--- src/rtl/tdb_ram.sv ---
// Generic single-write, single-read RAM with registered read data.
// No dependencies.
module tdb_ram #(
  parameter int WIDTH = 32,
  parameter int DEPTH = 64,
  parameter int AW = (DEPTH > 1) ? $clog2(DEPTH) : 1
) (
  input  logic             clk,
  input  logic             we,
  input  logic [AW-1:0]    waddr,
  input  logic [WIDTH-1:0] wdata,
  input  logic [AW-1:0]    raddr,
  output logic [WIDTH-1:0] rdata
);

  logic [WIDTH-1:0] mem [DEPTH];

  always_ff @(posedge clk) begin
    if (we) begin
      mem[waddr] <= wdata;
    end
    rdata <= mem[raddr];
  end

endmodule

--- config.mk ---
export PLATFORM = sky130hd
export DESIGN_NAME = tdb_ram
export DESIGN_NICKNAME = d
export VERILOG_FILES = /design/src/rtl/tdb_ram.sv
export SDC_FILE = /design/constraint.sdc
export NUM_CORES = 2
export LEC_CHECK = 0
export BUFFER_PORTS_ARGS = -buffer_cell sky130_fd_sc_hd__clkbuf_2
export CORE_ASPECT_RATIO = 1.2
export CORE_MARGIN = 2
export CORE_UTILIZATION = 29
export DETAILED_ROUTE_END_ITERATION = 16
export HOLD_SLACK_MARGIN = 0.1
export PLACE_DENSITY = 0.48
export SLEW_MARGIN = 20
export SYNTH_ARGS = -nofsm -noshare
export SYNTH_HDL_FRONTEND = slang
export SYNTH_SLANG_ARGS = --single-unit
--- constraint.sdc ---
create_clock -name clk -period 10.6 [get_ports clk]
set_input_delay 0.53 -clock clk [delete_from_list [all_inputs] [get_ports clk]]
set_output_delay 0.53 -clock clk [all_outputs]
set_load 0.05 [all_outputs]
==> impl_metrics.json <==
{
  "status": "finished clean",
  "finalCritPeriodShare_pct": 36.8,
  "postRouteAntennaNets": 0,
  "syn_area_per_cell_sq_um": 23.6,
  "cts_buffers": 204,
  "crit_path_end_kind": "flop",
  "drtIter0Drc": 3483,
  "clk_latency_ns": 0.86,
  "overflow": 0,
  "p_clk_share_pct": 40.4,
  "antenna_found_initial": 12,
  "drt_wl_total_um": 231000,
  "io_pins": 78,
  "critical_path.top_delay_family": "buffers and inverters",
  "firstDrtPassIters": 7,
  "place_area_sq_um": 84100,
  "rows": 209,
  "cpMaxStageDelayCell": "a21oi_1",
  "syn_nets": 3370,
  "postCtsHoldBufs": 0,
  "final_max_slew_viol_count": 0,
  "fin_skew_ns": 0.0575,
  "worst_pin_slew_ns": 1.03,
  "syn2layout_area_growth_pct": 15.0,
  "syn_area_sq_um": 78500,
  "post_cts_buffers": 0,
  "grt_max_degree": 101,
  "hold_class": "input pin to flop",
  "power_density_nw_per_um2": 188,
  "post-dp-hpwl_um": 125000,
  "timing.fmax_ghz": 0.256,
  "comb_power_share_pct": 5.6,
  "grt_pass1_wl_um": 320000,
  "seqPwrFrac_pct": 53.9,
  "cts_sinks": 2080,
  "tritoncts": "done",
  "synth_seq_cells": 2080,
  "io_buffers": 77,
  "synth.largest_area_cell": "edfxtp_1",
  "fp.coreArea_sq_um": 270000,
  "synthDistinctLibCells": 34,
  "power.total_mw": 17.0,
  "wire_per_inst_um": 31.7,
  "cts_root_buf": "clkbuf_16",
  "timing.final.crit_period_ns": 3.91,
  "dieArea_sq_um": 275000,
  "gp_congestion": 0.765,
  "crit_path_max_fanout": 96,
  "drc": 0,
  "synth_warnings": 0,
  "die_y_um": 574,
  "cellInternalPower_mw": 13.2,
  "critical_path_arrival_ns": 4.60,
  "synth_top_area_share_pct": 78.3,
  "seq_area_frac_synth_pct": 79.1,
  "cp_data_required_time_ns": 11.29,
  "max_stage_delay_ns": 0.73,
  "cts-resized-gates": 0,
  "utilization_pct": 33.5,
  "htreeDepth": 4,
  "start_util_pct": 29.1,
  "rsz0062_at_grt": "no",
  "path_clk_slew_ns": 0.06,
  "critPathLaunchType": "input pin",
  "crit_buf_inv": 4,
  "power_switching_share_pct": 22.2,
  "fin_nets": 3606,
  "fp.dieW_um": 479,
  "p_leak_nw": 27.4,
  "design_area_sq_um": 90300,
  "cap_violations": 0,
  "grt_pass1_vias": 38500,
  "vias": 36300,
  "postSynthCellCount": 3324,
  "hold_violations": 0,
  "viasPerCell": 4.96,
  "grt_usage_pct": 16.6,
  "relSlewSlack_pct": 31.2,
  "crit_chain": "buf_8, buf_4, buf_12, buf_12, mux4_2, o22ai_1, nor2_1, a21oi_1, nor2_1",
  "crit_type": "input pin to flop",
  "finalSetupViolCount": 0,
  "ys_top_cells_by_area": "edfxtp_1 (78%), mux4_2 (16%), mux2i_1 (1.2%), dfxtp_1 (0.82%), o22ai_1 (0.67%)",
  "setup_tns_ns": 0,
  "p_switching_mw": 3.77,
  "drive_above_1_share_pct": 29.3,
  "peakVddDrop_uv": 120,
  "cts_buffer_depth": 4
}
-- worst reg2reg max path: cells and delay by family, from the launching register on --
family | cells | cell delay, ns
compound gates | 2 | 1.29
flops | 1 | 0.36
mux | 1 | 0.49
simple gates | 2 | 0.40
-- final timing paths --
kind	from	to	slack, ns	cells past startpoint
setup reg to reg	mem[51][1]	rdata[1]	7.92	5
hold / removal	wdata[23]	mem[9][23]	0.36	2
setup / recovery	raddr[2]	rdata[1]	6.69	9
hold reg to reg	mem[12][8]	rdata[8]	0.75	4
-- stage by stage --
step	instances	setup WS, ns	hold slack [ns]
finish	7307	6.69	0.360
global route	7302	6.47	0.376
CTS	7299	6.60	0.345
detailed placement	6941	5.69	0.733
global placement	6941	5.58	0.718
floorplan	3324	6.91	0.629
-- flip-flops by register name, indices dropped and copies added (netlist names) --
signal and cells:
rdata 32, mem 2048
-- layout make-up --
| class | instances | area [sq um] |
|---|---|---|
| antenna | 8 | 20.0 |
| multi-input combinational | 1062 | 16000 |
| sequential | 2080 | 62100 |
| clock buffer | 284 | 5580 |
| timing repair buffer | 212 | 1540 |
| clock inverter | 74 | 553 |
| tap | 3587 | 4490 |
| fill | 25100 | 179000 |
-- cells in the final DEF, fill, tap and decap left out, types with 11 or more instances in the layout --
cell type  count
o221ai_1      27
clkbuf_1      66
clkbuf_2      72
clkinv_1      33
dfxtp_1       32
o22ai_1       84
mux2i_1       93
nor2_4        62
a21oi_1       60
nand2_1       26
mux4_2       544
clkbuf_8      11
a22oi_1       12
nor2_1        75
clkbuf_16    207
buf_4        127
edfxtp_1    2048
nor2b_1       15
clkinv_2      25
-- Yosys cell counts (all sizes together) --
cell type,n
or3,3
o22ai,84
nand3,5
nand2,26
nor2b,15
dfxtp,32
o32ai,4
mux4,544
nand3b,5
nand4b,1
a21oi,62
o221ai,27
a31oi,1
a22oi,12
a311oi,8
or3b,5
nand4,2
a41o,4
clkbuf,74
and3,4
nor3,7
and2,2
mux2i,93
buf,108
edfxtp,2048
or2,3
nand2b,8
nor2,137
-- power groups by stage --
stage / Clock (mW) / Sequential (mW) / Combinational (mW)
global route: 7.32 / 9.17 / 1.00
CTS: 7.04 / 9.18 / 0.984
floorplan: 0 / 9.36 / 0.443
global placement: 0 / 9.35 / 0.978
finish: 6.88 / 9.17 / 0.955
detailed placement: 0 / 9.35 / 0.984
-- per-layer routing --
metal	global-route usage (%)	vias up	wire length [um]
met5	0	-	29
met4	6.06	6	9070
met3	2.07	298	10100
met2	29.5	953	121000
met1	20.7	20300	91200
li1	-	14700	-
-- kinds of logic (layout without fill, tap and decap cells) --
group                  count (synthesis)  after routing  synth area share (%)
other                                  0              8                     0
AND/OR/NAND/NOR                      223            223                  1.27
buffers and inverters                182            570                  1.13
AO/OA/AOI/OAI                        202            202                  1.67
multiplexers                         637            637                  16.8
flip-flops                          2080           2080                  79.1
Power figures use the tool's default switching activity.
