File: config.mk
export PLATFORM = sky130hd
export DESIGN_NAME = tdb_isqrt
export DESIGN_NICKNAME = d
export VERILOG_FILES = /design/src/rtl/tdb_isqrt.sv
export SDC_FILE = /design/constraint.sdc
export NUM_CORES = 1
export LEC_CHECK = 0
export BUFFER_PORTS_ARGS = -buffer_cell sky130_fd_sc_hd__buf_2
export CAP_MARGIN = 20
export CORE_MARGIN = 4
export CORE_UTILIZATION = 30
export DETAILED_ROUTE_END_ITERATION = 8
export GPL_ROUTABILITY_DRIVEN = 0
export SLEW_MARGIN = 20
export SYNTH_ARGS = -nofsm -noshare
export SYNTH_HDL_FRONTEND = slang
export SYNTH_SLANG_ARGS = --single-unit
File: constraint.sdc
create_clock -name clk -period 17 [get_ports clk]
set_clock_uncertainty 0.05 [all_clocks]
set_input_delay 0.85 -clock clk [delete_from_list [all_inputs] [get_ports clk]]
set_output_delay 0.85 -clock clk [all_outputs]
set_load 0.005 [all_outputs]
File: src/rtl/tdb_isqrt.sv
// Iterative integer square root of a 64-bit value, one result bit per cycle.
// No dependencies.
module tdb_isqrt (
  input  logic        clk,
  input  logic        rst,
  input  logic        start,
  input  logic [63:0] operand,
  output logic [31:0] root,
  output logic        done
);

  logic [63:0] rem;
  logic [63:0] res;
  logic [63:0] bitm;
  logic [4:0]  cnt;
  logic        busy;
  logic [63:0] trial;

  assign trial = res + bitm;
  assign root  = res[31:0];

  always_ff @(posedge clk) begin
    if (rst) begin
      busy <= 1'b0;
      done <= 1'b0;
    end else begin
      done <= 1'b0;
      if (start) begin
        rem  <= operand;
        res  <= '0;
        bitm <= 64'h4000_0000_0000_0000;
        cnt  <= '0;
        busy <= 1'b1;
      end else if (busy) begin
        if (rem >= trial) begin
          rem <= rem - trial;
          res <= (res >> 1) + bitm;
        end else begin
          res <= res >> 1;
        end
        bitm <= bitm >> 2;
        cnt  <= cnt + 5'd1;
        if (cnt == 5'd31) begin
          busy <= 1'b0;
          done <= 1'b1;
        end
      end
    end
  end

endmodule

==> flow_summary.json <==
{
  "dp_slack_ns": 10.61,
  "crit_slowest_cell": "buf_4",
  "final_nets": 2087,
  "fp.coreArea_um2": 51700,
  "required_ns": 17.03,
  "worst_ep_arrival_time_ns": 6.46,
  "syn_to_final_growth_pct": 9.40,
  "via_count": 14183,
  "yosysSeqAreaShare": 0.316,
  "drtAntennaViolNets": 0,
  "fmax_mhz": 156,
  "switchingPower_uw": 848,
  "ir_drop_mv": 0.0697,
  "outcome": "complete, no violations",
  "critical-path-top-delay-family": "compound AO/OA/AOI/OAI gates",
  "crit_fanout": 64,
  "routedWlPerCell_um": 17.7,
  "final_cell_mix": "213 x nand2_1, 176 x nor2_1, 165 x edfxtp_1, 134 x a21oi_1, 132 x ha_1",
  "yosysWarnings": 0,
  "end_kind": "flop",
  "htreeDepth": 4,
  "final_max_slew_viol_count": 0,
  "antenna_cells": 0,
  "tns_ns": 0,
  "pwr-share-comb": 0.491,
  "insertion_delay_ns": 0.46,
  "post-cts-setup-buffer-count": 0,
  "final_common_cell": "nand2_1",
  "powerDensity_nw_per_um2": 114,
  "worst_slew_pin_slew_ns": 1.01,
  "cts-root-buf": "clkbuf_16",
  "power_switching_share": 0.432,
  "die_w_um": 237,
  "start_kind": "flop",
  "syn_area_per_cell_um2": 8.43,
  "hpwl_um": 35300,
  "grt_pass1_wl_um": 71400,
  "grt_use_total": 0.155,
  "clockBufferDepth": 2,
  "cts-resized-gates": 0,
  "drt_iter0_drc": 1401,
  "grt-ovfl-total": 0,
  "p_total_uw": 1960,
  "layout-drive-gt1-share": 0.0900,
  "leakagePower_uw": 0.00637,
  "ios": 100,
  "grt_max_degree": 96,
  "rsz0062_at_grt": "false",
  "die_area_um2": 56400,
  "netlist_area_um2": 15800,
  "pwr-share-seq": 0.301,
  "numCtsBuffers": 17,
  "hold_viol": 0,
  "min_period_ns": 6.43,
  "path_cells": "ha_1 -> a21o_1 -> a311oi_1 -> nor4_1 -> nor2_1 -> o21ai_1 -> a31oi_1 -> o31ai_1 -> a31oi_1 -> o21bai_1 -> xnor2_1 -> ha_1 -> nand4_1 -> nor2_1 -> nand2_1 -> inv_1 -> a41o_1 -> o31ai_1 -> and3_1 -> buf_4 -> a21boi_4 -> buf_4",
  "first_pass_iters": 6,
  "clk_pin_slew_ns": 0.08,
  "fin_ws_ns": 10.57,
  "initial_core_util": 0.305,
  "synthArstFlopShare": 0,
  "io_buffers": 99,
  "synthCells": 1873,
  "fin_util": 0.334,
  "antenna_found_initial": 0,
  "p_int_uw": 1110,
  "ys.flop_type": "edfxtp_1",
  "die_h_um": 237,
  "max_stage_delay_ns": 0.69,
  "wirelength_um": 45700,
  "hp-class": "flop to flop",
  "hold_buffers": 0,
  "cts_tree": "done",
  "p_clk_frac": 0.208,
  "crit_type": "flop to flop",
  "relSlewSlack": 0.325,
  "setup_viol": 0,
  "ys_seq_elements": 167,
  "clkSinkCount": 167,
  "path_buf_inv": 3,
  "row_count": 83,
  "min_period_over_period": 0.378,
  "drv_cap": 0,
  "synth_edf_count": 165,
  "synth_nets": 2073,
  "via_per_inst": 5.50,
  "ys_types": 79,
  "grt_pass1_vias": 13115,
  "drc": 0
}
## synthesized netlist by cell type (4+ instances only)
library cell / instances / area share
buf_2: 9 / 0.0029
nor2b_1: 53 / 0.021
nand3b_1: 4 / 0.0019
edfxtp_1: 165 / 0.31
and3_1: 23 / 0.0091
o21ai_0: 104 / 0.033
xor2_1: 79 / 0.044
nor3b_1: 4 / 0.0019
a21boi_1: 5 / 0.0024
and4_1: 7 / 0.0039
o21bai_1: 29 / 0.014
o31a_1: 5 / 0.0028
nor3_1: 23 / 0.0073
xnor2_1: 89 / 0.049
a221oi_1: 5 / 0.0028
a31oi_1: 65 / 0.026
buf_4: 32 / 0.015
and2_1: 20 / 0.0079
o31ai_1: 22 / 0.010
o21a_1: 21 / 0.010
o211ai_1: 13 / 0.0062
nand3_1: 43 / 0.014
nor2_1: 177 / 0.042
a31o_2: 11 / 0.0061
or3_1: 14 / 0.0055
o21ai_1: 43 / 0.014
a21boi_0: 5 / 0.0024
a311oi_1: 5 / 0.0028
nand2b_1: 15 / 0.0059
clkbuf_1: 69 / 0.016
a21oi_1: 134 / 0.042
nor4_1: 10 / 0.0040
inv_1: 33 / 0.0078
nand4_1: 52 / 0.021
ha_1: 132 / 0.10
nand2_1: 213 / 0.051
a21o_1: 46 / 0.022
a211oi_1: 27 / 0.013
## metal layers
layer,track usage,vias up,part of all wire
met1,0.222,6674,0.48
met5,0,-,0
met3,0.0252,61,0.057
li1,-,6974,-
met4,0.0426,0,0.022
met2,0.244,474,0.44
## flip-flops by register name (all words and copies together), names as in the netlist
name and flops:
bitm 32, busy 1, cnt 5, done 1, rem 64, res 64
## power groups by stage
stage          registers (µW)  logic (µW)  clock network [µW]
2_1_floorplan             573         744                   0
3_3_place_gp              596         936                   0
3_5_place_dp              596         946                   0
4_1_cts                   589         951                 417
5_1_grt                   597        1060                 436
6_report                  590         963                 409
## per-stage QoR
| stage | instances | hold slack, ns | area [µm²] |
|---|---|---|---|
| after floorplan | 1873 | 0.413 | 15800 |
| after global placement | 2548 | 0.424 | 16700 |
| after detailed placement | 2548 | 0.437 | 16700 |
| after CTS | 2580 | 0.457 | 17300 |
| after global routing | 2580 | 0.471 | 17300 |
| final | 2580 | 0.455 | 17300 |
## layout make-up
type                       count  area (µm²)
clock inverter                15         175
timing repair buffer         107         562
clock buffer                  17         425
fill                        5396       34400
inverter                      34         128
tap                          680         851
sequential                   167        4990
multi-input combinational   1560       10100
## final timing paths
check | startpoint | slack, ns | end | depth (start not counted)
max | res[4]$_SDFFCE_PP0P_ | 10.57 | rem[19]$_DFFE_PP_ | 22
max reg2reg | res[4]$_SDFFCE_PP0P_ | 10.57 | rem[19]$_DFFE_PP_ | 22
min | busy$_SDFF_PP0_ | 0.45 | done$_SDFF_PP0_ | 1
min reg2reg | busy$_SDFF_PP0_ | 0.45 | done$_SDFF_PP0_ | 1
## worst register-to-register path, cell delays in order, from the launching register on
cell      delay (ns)
edfxtp_1        0.49
ha_1            0.41
a21o_1          0.14
a311oi_1        0.15
nor4_1          0.56
nor2_1          0.12
o21ai_1         0.33
a31oi_1         0.22
o31ai_1         0.43
a31oi_1         0.20
o21bai_1        0.20
xnor2_1         0.11
ha_1            0.42
nand4_1         0.20
nor2_1          0.20
nand2_1         0.09
inv_1           0.08
a41o_1          0.15
o31ai_1         0.09
and3_1          0.20
buf_4           0.26
a21boi_4        0.21
buf_4           0.69
## cell families (layout without fill, tap and decap cells)
logic type / after synthesis / in the layout / synth area share
adder cells (fa/ha/maj): 133 / 133 / 0.106
AND/OR/NAND/NOR: 667 / 667 / 0.200
XOR/XNOR: 168 / 168 / 0.0932
flip-flops: 167 / 167 / 0.316
multiplexers: 5 / 5 / 0.00341
buffers and inverters: 146 / 173 / 0.0430
AO/OA/AOI/OAI: 587 / 587 / 0.238
Note: power is estimated with default switching activity, not from simulation.
